File: config.mk
export PLATFORM = sky130hd
export DESIGN_NAME = aligned_window_splitter
export DESIGN_NICKNAME = d
export VERILOG_FILES = /design/src/hw/rtl/aws_pkg.sv /design/src/hw/rtl/aligned_window_splitter.sv
export SDC_FILE = /design/constraint.sdc
export NUM_CORES = 1
export LEC_CHECK = 0
export BUFFER_PORTS_ARGS = -buffer_cell sky130_fd_sc_hd__buf_2
export CORE_ASPECT_RATIO = 0.5
export CORE_MARGIN = 3
export CORE_UTILIZATION = 53
export CTS_CLUSTER_SIZE = 24
export DETAILED_ROUTE_END_ITERATION = 6
export PLACE_DENSITY = 0.89
export SLEW_MARGIN = 20
export SYNTH_ARGS = -nofsm -noshare
export SYNTH_HDL_FRONTEND = slang
export SYNTH_SLANG_ARGS = --single-unit
File: constraint.sdc
create_clock -name clock -period 5.7 [get_ports clock]
set_input_delay 1.14 -clock clock [delete_from_list [all_inputs] [get_ports clock]]
set_output_delay 1.14 -clock clock [all_outputs]
set_load 0.1 [all_outputs]
File: src/hw/rtl/aws_pkg.sv
// Shared constants, codes and types for the aligned window splitter.
package aws_pkg;

   localparam int MAX_TABLES      = 8;
   localparam int MIN_WINDOW_LOG2 = 12;

   // Entry counter must hold MAX_TABLES itself and carry at least a 3-bit index.
   localparam int USED_CNT_W = ($clog2(MAX_TABLES + 1) > 3) ? $clog2(MAX_TABLES + 1) : 3;

   localparam int ADDR_W       = 32;
   localparam int LOG2_W       = 5;
   localparam int INDEX_W      = 3;
   localparam int ATTR_W       = 19;
   localparam int REQ_TDATA_W  = 104;
   localparam int REQ_TUSER_W  = 2;
   localparam int RSP_TDATA_W  = 88;

   localparam logic [ATTR_W-1:0] ATTR_IO  = 19'h20001;
   localparam logic [ATTR_W-1:0] ATTR_MEM = 19'h00000;
   localparam logic [ADDR_W-1:0] ENABLE_BIT = 32'h0000_0001;

   localparam logic [1:0] RES_TYPE_IO  = 2'd0;
   localparam logic [1:0] RES_TYPE_MEM = 2'd1;

   typedef enum logic [1:0] {
      STATUS_OK        = 2'd0,
      STATUS_BAD_TYPE  = 2'd1,
      STATUS_TOO_SMALL = 2'd2,
      STATUS_NO_TABLES = 2'd3
   } status_type;

   typedef enum logic [2:0] {
      ST_IDLE,
      ST_CHECK,
      ST_SEARCH,
      ST_EMIT,
      ST_DONE
   } state_type;

endpackage

File: src/hw/rtl/aligned_window_splitter.sv
// Splits an address region into aligned power-of-two translation windows.
// Each window takes a check, search steps down from the top window size and an emit;
// the closing status beat is sent from the done state after a check or a failed search.
// One region at a time: a new region is accepted only once the closing status beat of the
// last is issued. Search steps are single shift-and-compares; beats wait for rsp_tready.
// Reset (synchronous, active high) returns the sequencer to idle, drops any pending
// beat and clears the used-entry count; no clearing pass is needed.
module aligned_window_splitter
   import aws_pkg::*;
(
   input  logic                   clock,
   input  logic                   reset,
   input  logic                   req_tvalid,
   output logic                   req_tready,
   // restart [0], cpu_base [32:1], bus_base [64:33], region_size [96:65], zero fill
   input  logic [REQ_TDATA_W-1:0] req_tdata,
   // res_type [1:0]
   input  logic [REQ_TUSER_W-1:0] req_tuser,
   output logic                   rsp_tvalid,
   input  logic                   rsp_tready,
   // table_index [2:0], src_word [34:3], translated_addr [66:35],
   // attr_word [85:67], status [87:86]
   output logic [RSP_TDATA_W-1:0] rsp_tdata,
   // is_window [0]
   output logic [0:0]             rsp_tuser,
   output logic                   rsp_tlast
);

   localparam logic [LOG2_W-1:0] MIN_LG = LOG2_W'(MIN_WINDOW_LOG2);
   localparam logic [LOG2_W-1:0] TOP_LG = LOG2_W'(ADDR_W - 1);
   localparam logic [USED_CNT_W-1:0] USED_MAX = USED_CNT_W'(MAX_TABLES);

   state_type               state_ff, state_in;
   logic [ADDR_W-1:0]       cpu_ff, cpu_in;
   logic [ADDR_W-1:0]       pci_ff, pci_in;
   logic [ADDR_W-1:0]       rem_ff, rem_in;
   logic [ATTR_W-1:0]       attr_ff, attr_in;
   logic                    type_ok_ff, type_ok_in;
   logic [LOG2_W-1:0]       lg_ff, lg_in;
   logic [USED_CNT_W-1:0]   used_ff, used_in;
   status_type              status_ff, status_in;

   logic                    rsp_valid_ff, rsp_valid_in;
   logic                    rsp_win_ff, rsp_win_in;
   logic                    rsp_last_ff, rsp_last_in;
   logic [INDEX_W-1:0]      rsp_index_ff, rsp_index_in;
   logic [ADDR_W-1:0]       rsp_src_ff, rsp_src_in;
   logic [ADDR_W-1:0]       rsp_trsl_ff, rsp_trsl_in;
   logic [ATTR_W-1:0]       rsp_attr_ff, rsp_attr_in;
   status_type              rsp_status_ff, rsp_status_in;

   logic [ADDR_W-1:0]       cand;
   logic                    fits;
   logic                    out_free;
   logic [LOG2_W:0]         lg_m1;
   logic [ADDR_W-1:0]       size_code;

   // Shared search step: the candidate window and its fit test against the region.
   assign cand     = ADDR_W'(1) << lg_ff;
   assign fits     = (cand <= rem_ff) && ((cpu_ff & (cand - ADDR_W'(1))) == '0);
   assign out_free = !rsp_valid_ff || rsp_tready;

   // A one-byte window wraps log2 - 1 to all ones in the size code field.
   assign lg_m1     = {1'b0, lg_ff} - (LOG2_W+1)'(1);
   assign size_code = {{(ADDR_W-LOG2_W-2){1'b0}}, lg_m1, 1'b0};

   assign req_tready = (state_ff == ST_IDLE);
   assign rsp_tvalid = rsp_valid_ff;
   assign rsp_tuser  = rsp_win_ff;
   assign rsp_tlast  = rsp_last_ff;
   assign rsp_tdata  = {rsp_status_ff, rsp_attr_ff, rsp_trsl_ff, rsp_src_ff, rsp_index_ff};

   always_ff @(posedge clock) begin
      if (reset) begin
         state_ff     <= ST_IDLE;
         used_ff      <= '0;
         rsp_valid_ff <= 1'b0;
      end else begin
         state_ff     <= state_in;
         used_ff      <= used_in;
         rsp_valid_ff <= rsp_valid_in;
      end
   end

   always_ff @(posedge clock) begin
      cpu_ff        <= cpu_in;
      pci_ff        <= pci_in;
      rem_ff        <= rem_in;
      attr_ff       <= attr_in;
      type_ok_ff    <= type_ok_in;
      lg_ff         <= lg_in;
      status_ff     <= status_in;
      rsp_win_ff    <= rsp_win_in;
      rsp_last_ff   <= rsp_last_in;
      rsp_index_ff  <= rsp_index_in;
      rsp_src_ff    <= rsp_src_in;
      rsp_trsl_ff   <= rsp_trsl_in;
      rsp_attr_ff   <= rsp_attr_in;
      rsp_status_ff <= rsp_status_in;
   end

   always_comb begin
      state_in      = state_ff;
      cpu_in        = cpu_ff;
      pci_in        = pci_ff;
      rem_in        = rem_ff;
      attr_in       = attr_ff;
      type_ok_in    = type_ok_ff;
      lg_in         = lg_ff;
      used_in       = used_ff;
      status_in     = status_ff;
      rsp_valid_in  = rsp_valid_ff && !rsp_tready;
      rsp_win_in    = rsp_win_ff;
      rsp_last_in   = rsp_last_ff;
      rsp_index_in  = rsp_index_ff;
      rsp_src_in    = rsp_src_ff;
      rsp_trsl_in   = rsp_trsl_ff;
      rsp_attr_in   = rsp_attr_ff;
      rsp_status_in = rsp_status_ff;

      case (state_ff)
         ST_IDLE: begin
            if (req_tvalid) begin
               cpu_in     = req_tdata[32:1];
               pci_in     = req_tdata[64:33];
               rem_in     = req_tdata[96:65];
               type_ok_in = (req_tuser == RES_TYPE_IO) || (req_tuser == RES_TYPE_MEM);
               attr_in    = (req_tuser == RES_TYPE_IO) ? ATTR_IO : ATTR_MEM;
               if (req_tdata[0]) begin
                  used_in = '0;
               end
               state_in = ST_CHECK;
            end
         end
         ST_CHECK: begin
            lg_in = TOP_LG;
            if (!type_ok_ff) begin
               status_in = STATUS_BAD_TYPE;
               state_in  = ST_DONE;
            end else if (rem_ff == '0) begin
               status_in = STATUS_OK;
               state_in  = ST_DONE;
            end else if (used_ff >= USED_MAX) begin
               status_in = STATUS_NO_TABLES;
               state_in  = ST_DONE;
            end else begin
               state_in = ST_SEARCH;
            end
         end
         ST_SEARCH: begin
            // Walk the window size down until it fits the length and the alignment, or fail at the minimum.
            if (fits) begin
               state_in = ST_EMIT;
            end else if (lg_ff <= MIN_LG) begin
               status_in = STATUS_TOO_SMALL;
               state_in  = ST_DONE;
            end else begin
               lg_in = lg_ff - LOG2_W'(1);
            end
         end
         ST_EMIT: begin
            if (out_free) begin
               rsp_valid_in  = 1'b1;
               rsp_win_in    = 1'b1;
               rsp_last_in   = 1'b0;
               rsp_index_in  = used_ff[INDEX_W-1:0];
               rsp_src_in    = cpu_ff | size_code | ENABLE_BIT;
               rsp_trsl_in   = pci_ff;
               rsp_attr_in   = attr_ff;
               rsp_status_in = STATUS_OK;
               cpu_in        = cpu_ff + cand;
               pci_in        = pci_ff + cand;
               rem_in        = rem_ff - cand;
               used_in       = used_ff + USED_CNT_W'(1);
               state_in      = ST_CHECK;
            end
         end
         ST_DONE: begin
            if (out_free) begin
               rsp_valid_in  = 1'b1;
               rsp_win_in    = 1'b0;
               rsp_last_in   = 1'b1;
               rsp_index_in  = '0;
               rsp_src_in    = '0;
               rsp_trsl_in   = '0;
               rsp_attr_in   = '0;
               rsp_status_in = status_ff;
               state_in      = ST_IDLE;
            end
         end
         default: begin
            state_in = ST_IDLE;
         end
      endcase
   end

   a_used_bounded: assert property (@(posedge clock) disable iff (reset)
      used_ff <= USED_MAX)
      else $error("entry count beyond table size");

   a_window_not_last: assert property (@(posedge clock) disable iff (reset)
      rsp_valid_ff && rsp_win_ff |-> !rsp_last_ff && rsp_src_ff[0])
      else $error("window beat marked last or not enabled");

   a_search_floor: assert property (@(posedge clock) disable iff (reset)
      state_ff == ST_SEARCH |-> lg_ff >= MIN_LG)
      else $error("size search went below the minimum window");

   a_accept_checks: assert property (@(posedge clock) disable iff (reset)
      req_tvalid && req_tready |=> state_ff == ST_CHECK)
      else $error("accepted region not checked next cycle");

   a_emit_fits: assert property (@(posedge clock) disable iff (reset)
      state_ff == ST_EMIT |-> fits && used_ff < USED_MAX)
      else $error("emitting a window that does not fit");

endmodule

==> reports/summary.md <==
Internal cell power: 0.002412 W. After layout, the minimum clock period comes to 4.984 ns. Counting distinct cell types in the post-synthesis netlist gives 84. The proportion of power drawn by combinational gates was 15.7%; the count of vias placed by the detailed router was 12020. The port buffer count is 177, and the pin slew with the least headroom to its limit is 1.199 ns.

The synthesized netlist devotes 20.50% of its cell area to compound gates. In the final design database the tool counted 1814 nets. Main combinational cell family by area after synthesis: compound AO/OA/AOI/OAI gates.

For the max-capacitance violation count, the log shows 0. The tools report the half-perimeter wire length after detailed placement as 29430 um. The synthesized design contains 177 enable-type register cells.

The largest net degree at the start of global routing was 69. The row count is 40, and the required time of the worst setup path is 5.86 ns. Once the clock tree was built, the setup fixing pass inserted 0 buffers. The flow ran to the end, and the final reports show no timing, DRC or antenna violations. After detailed routing, the total wire length is 39120 um. The signed area change from the synthesized netlist to the final layout was 12.66%; the synthesized-area fraction occupied by and/or/nand/nor cells was 18.28%.

Biggest area consumer among synthesized cells: edfxtp_1. Summed over all cells, the static leakage comes to 6.693 nW. The tools report the antenna cell count as 0. The area share of the leading cell type in the synthesized netlist was 39.25%; the via count of the first global-routing pass was 11020.

The tools report the worst-case hold slack as 0.5371 ns. The share of async-settable or async-resettable flops after synthesis was 0%; the adder and majority cell fraction of the synthesized area was 9.959%. The clock network is responsible for 36.9% of the overall power.

In this run, the number of DRC markers left after iteration 0 of detailed routing was 1775. The analysis attributes to net switching a power of 0.0009871 W. The logs give 2 for the deepest clock path buffer count and 5.15 ns for the data arrival time of the critical path.

TritonCTS built the clock tree. The first-pass detailed-route iteration total was 6; the largest clock skew in the final design was 0.01585 ns. The synthesized netlist devotes 5.174% of its cell area to XOR and XNOR gates.

Dividing the detail-routed via count by the number of cells gives 6.175. In this run the cell area measured after placement is 14650 um^2. Net switching is 29.04% of the power. Setup repair after global routing left no endpoint under its margin.

The die height came out at 119.0 um. CTS built an H-tree with a depth of 4. The starting density of the core is 55.22%, and the post-route cell area is 15260 um^2. The synthesis-stage register bit count works out to 185.

The run gives 0.9995 as the weighted congestion at the end of routability-driven global placement. The peak fanout along the critical path is 6, and the number of gates resized after CTS is 0. After clock tree synthesis, the clock-pin slew on the worst setup and hold paths is 0.07 ns. The final hold violation count is 0. The critical path is of the flop to flop type.

Ranked by instance count, the synthesized netlist is headed by 177 x edfxtp_1, 177 x nand2_1, 128 x o21ai_0, 103 x ha_1, 89 x a21oi_1. TritonCTS created 17 clock buffers. Setup violations remaining at the end of the flow were counted as 0.

Synthesis handed over a netlist of 1448 instances. The first global-routing pass estimated 59000 um of wire. The kind of path behind the tightest hold check was flop to flop. The post-detailed-route wirelength per cell was 20.09 um; the number of top-level design ports was 202. The cts-stage hold buffer count was 0; the synthesized area per cell was 9.353 um^2. STA classifies the critical path endpoint as a flop. The run gives 27620 um^2 as the area of the die.

The tree is rooted in a clkbuf_16. For this run, the register share of the synthesized area comes to 40.43%. The mapped cell area is 13540 um^2, and the maximum vdd drop is 201.6 uV.

The run gives 47.3% as the share of power burned in registers. Summed over all layers, the global routing overflow is 0. The final-report max-slew violation count was 0.

For this run, the number of Yosys warnings is 0. Headroom to the max-slew limit came out at 20.05%. In the synthesized netlist, mux cells make up 0.6098% of the area. The total DRC errors in the routed layout is 0. For this run, the total global-route usage over all layers was measured as 27.34%.

STA classifies the critical path startpoint as a flop. The worst path uses 87.44% of the clock period. The number of antenna violations at the first check in global routing was 1; the clock sink count was 185.

In this run the standard cell core region covers 24520 um^2. The run gives 0.46 ns as the clock latency at the later pin of the worst-skew pair. The die is 232.1 um wide. The tools report the remaining antenna violation count after routing as 0. Timing would allow up to 0.2006 GHz. For this design the ratio of total power to cell area is 222.8 nW/um^2. The most used flip-flop cell after synthesis is edfxtp_1. After synthesis, the cell types taking the most area are edfxtp_1 39%, ha_1 9.5%, nand2_1 4.9%. Of the cells placed in the final design, the portion with a size suffix greater than 1 is 15.58%.

Setup total negative slack on the finished layout was measured at 0 ns.
[layer usage]
layer  share of wire, %  GRT usage (%)
met3                 11          8.365
met1                 42          38.07
met4                2.3          6.878
met2                 44          41.61
met5              0.043              0
[worst paths after layout]
check | startpoint | to | slack [ns] | depth (start not counted)
hold reg to reg | attr_ff[0]$_DFFE_PP_ | rsp_attr_ff[0]$_SDFFCE_PP0P_ | 0.54 | 1
hold / removal | attr_ff[0]$_DFFE_PP_ | rsp_attr_ff[0]$_SDFFCE_PP0P_ | 0.54 | 1
setup / recovery | lg_ff[0]$_SDFFCE_PN1P_ | lg_ff[3]$_SDFFCE_PN1P_ | 0.72 | 14
setup reg to reg | lg_ff[0]$_SDFFCE_PN1P_ | lg_ff[3]$_SDFFCE_PN1P_ | 0.72 | 14
[metrics by stage]
step	cells	worst slack (ns)	utilization, %	power, W
2_1_floorplan	1464	0.3968	-	0.002031
3_3_place_gp	1915	0.9767	59.72	0.002149
3_5_place_dp	1915	0.9063	59.72	0.002162
4_1_cts	1947	0.8661	62.21	0.003384
5_1_grt	1947	0.4216	62.21	0.003494
6_report	1947	0.7161	62.21	0.003399
[cells in the final DEF (no fill, tap or decap), drive strengths merged, types with 11 or more instances in the layout]
master and count:
xor2 31, nor2 68, clkbuf 22, a31oi 11, o21a 17, a21o 48
o21ai 131, and3 18, ha 103, nand2b 14, o31ai 19, o21bai 11
inv 86, and2 65, a21oi 90, nor4 12, conb 17, nand2 177
a211oi 19, buf 191, nand4 11, edfxtp 177, nand3 40, xnor2 49
nor3 24, nor2b 16
[registers in the layout, indices dropped and copies added (netlist names), 4 cells and up]
name / count
rem_ff: 32
lg_ff: 5
rsp_trsl_ff: 32
pci_ff: 32
cpu_ff: 32
used_ff: 4
rsp_src_ff: 32
[cells by family (layout without fill, tap and decap cells)]
group,Yosys count,after routing
XOR/XNOR,80,80
multiplexers,8,8
adder cells (fa/ha/maj),106,106
AND/OR/NAND/NOR,492,492
buffers and inverters,153,300
AO/OA/AOI/OAI,423,423
flip-flops,185,185
other,1,17
[power by group through the flow]
stage / combinational (W) / sequential [W] / clock, W
2_1_floorplan: 0.000338 / 0.00169 / 0
3_3_place_gp: 0.000514 / 0.00164 / 0
3_5_place_dp: 0.000525 / 0.00164 / 0
4_1_cts: 0.000529 / 0.00161 / 0.00125
5_1_grt: 0.000580 / 0.00161 / 0.00130
6_report: 0.000535 / 0.00161 / 0.00125
[critical path: stages (launching register included)]
cell and delay [ns]:
edfxtp_1 0.49, inv_1 0.18, ha_1 0.20, or4b_1 0.64
ha_1 0.43, nor2b_1 0.16, o21a_1 0.18, o21a_1 0.20
o31a_1 0.33, a221oi_1 0.56, a21o_1 0.28, a211oi_1 0.23
o2111a_1 0.36, o31ai_1 0.26, buf_4 0.19
[layout make-up]
| cell class | count | area [um^2] |
|---|---|---|
| repair buffers | 191 | 991.0 |
| flip-flops and latches | 185 | 5475 |
| clock inverters | 10 | 83.83 |
| inverters | 77 | 289.0 |
| fillers | 2025 | 9266 |
| clock buffers | 22 | 528.0 |
| multi-input cells | 1126 | 7470 |
| well taps | 336 | 420.4 |
(Power assumes the default switching activity.)
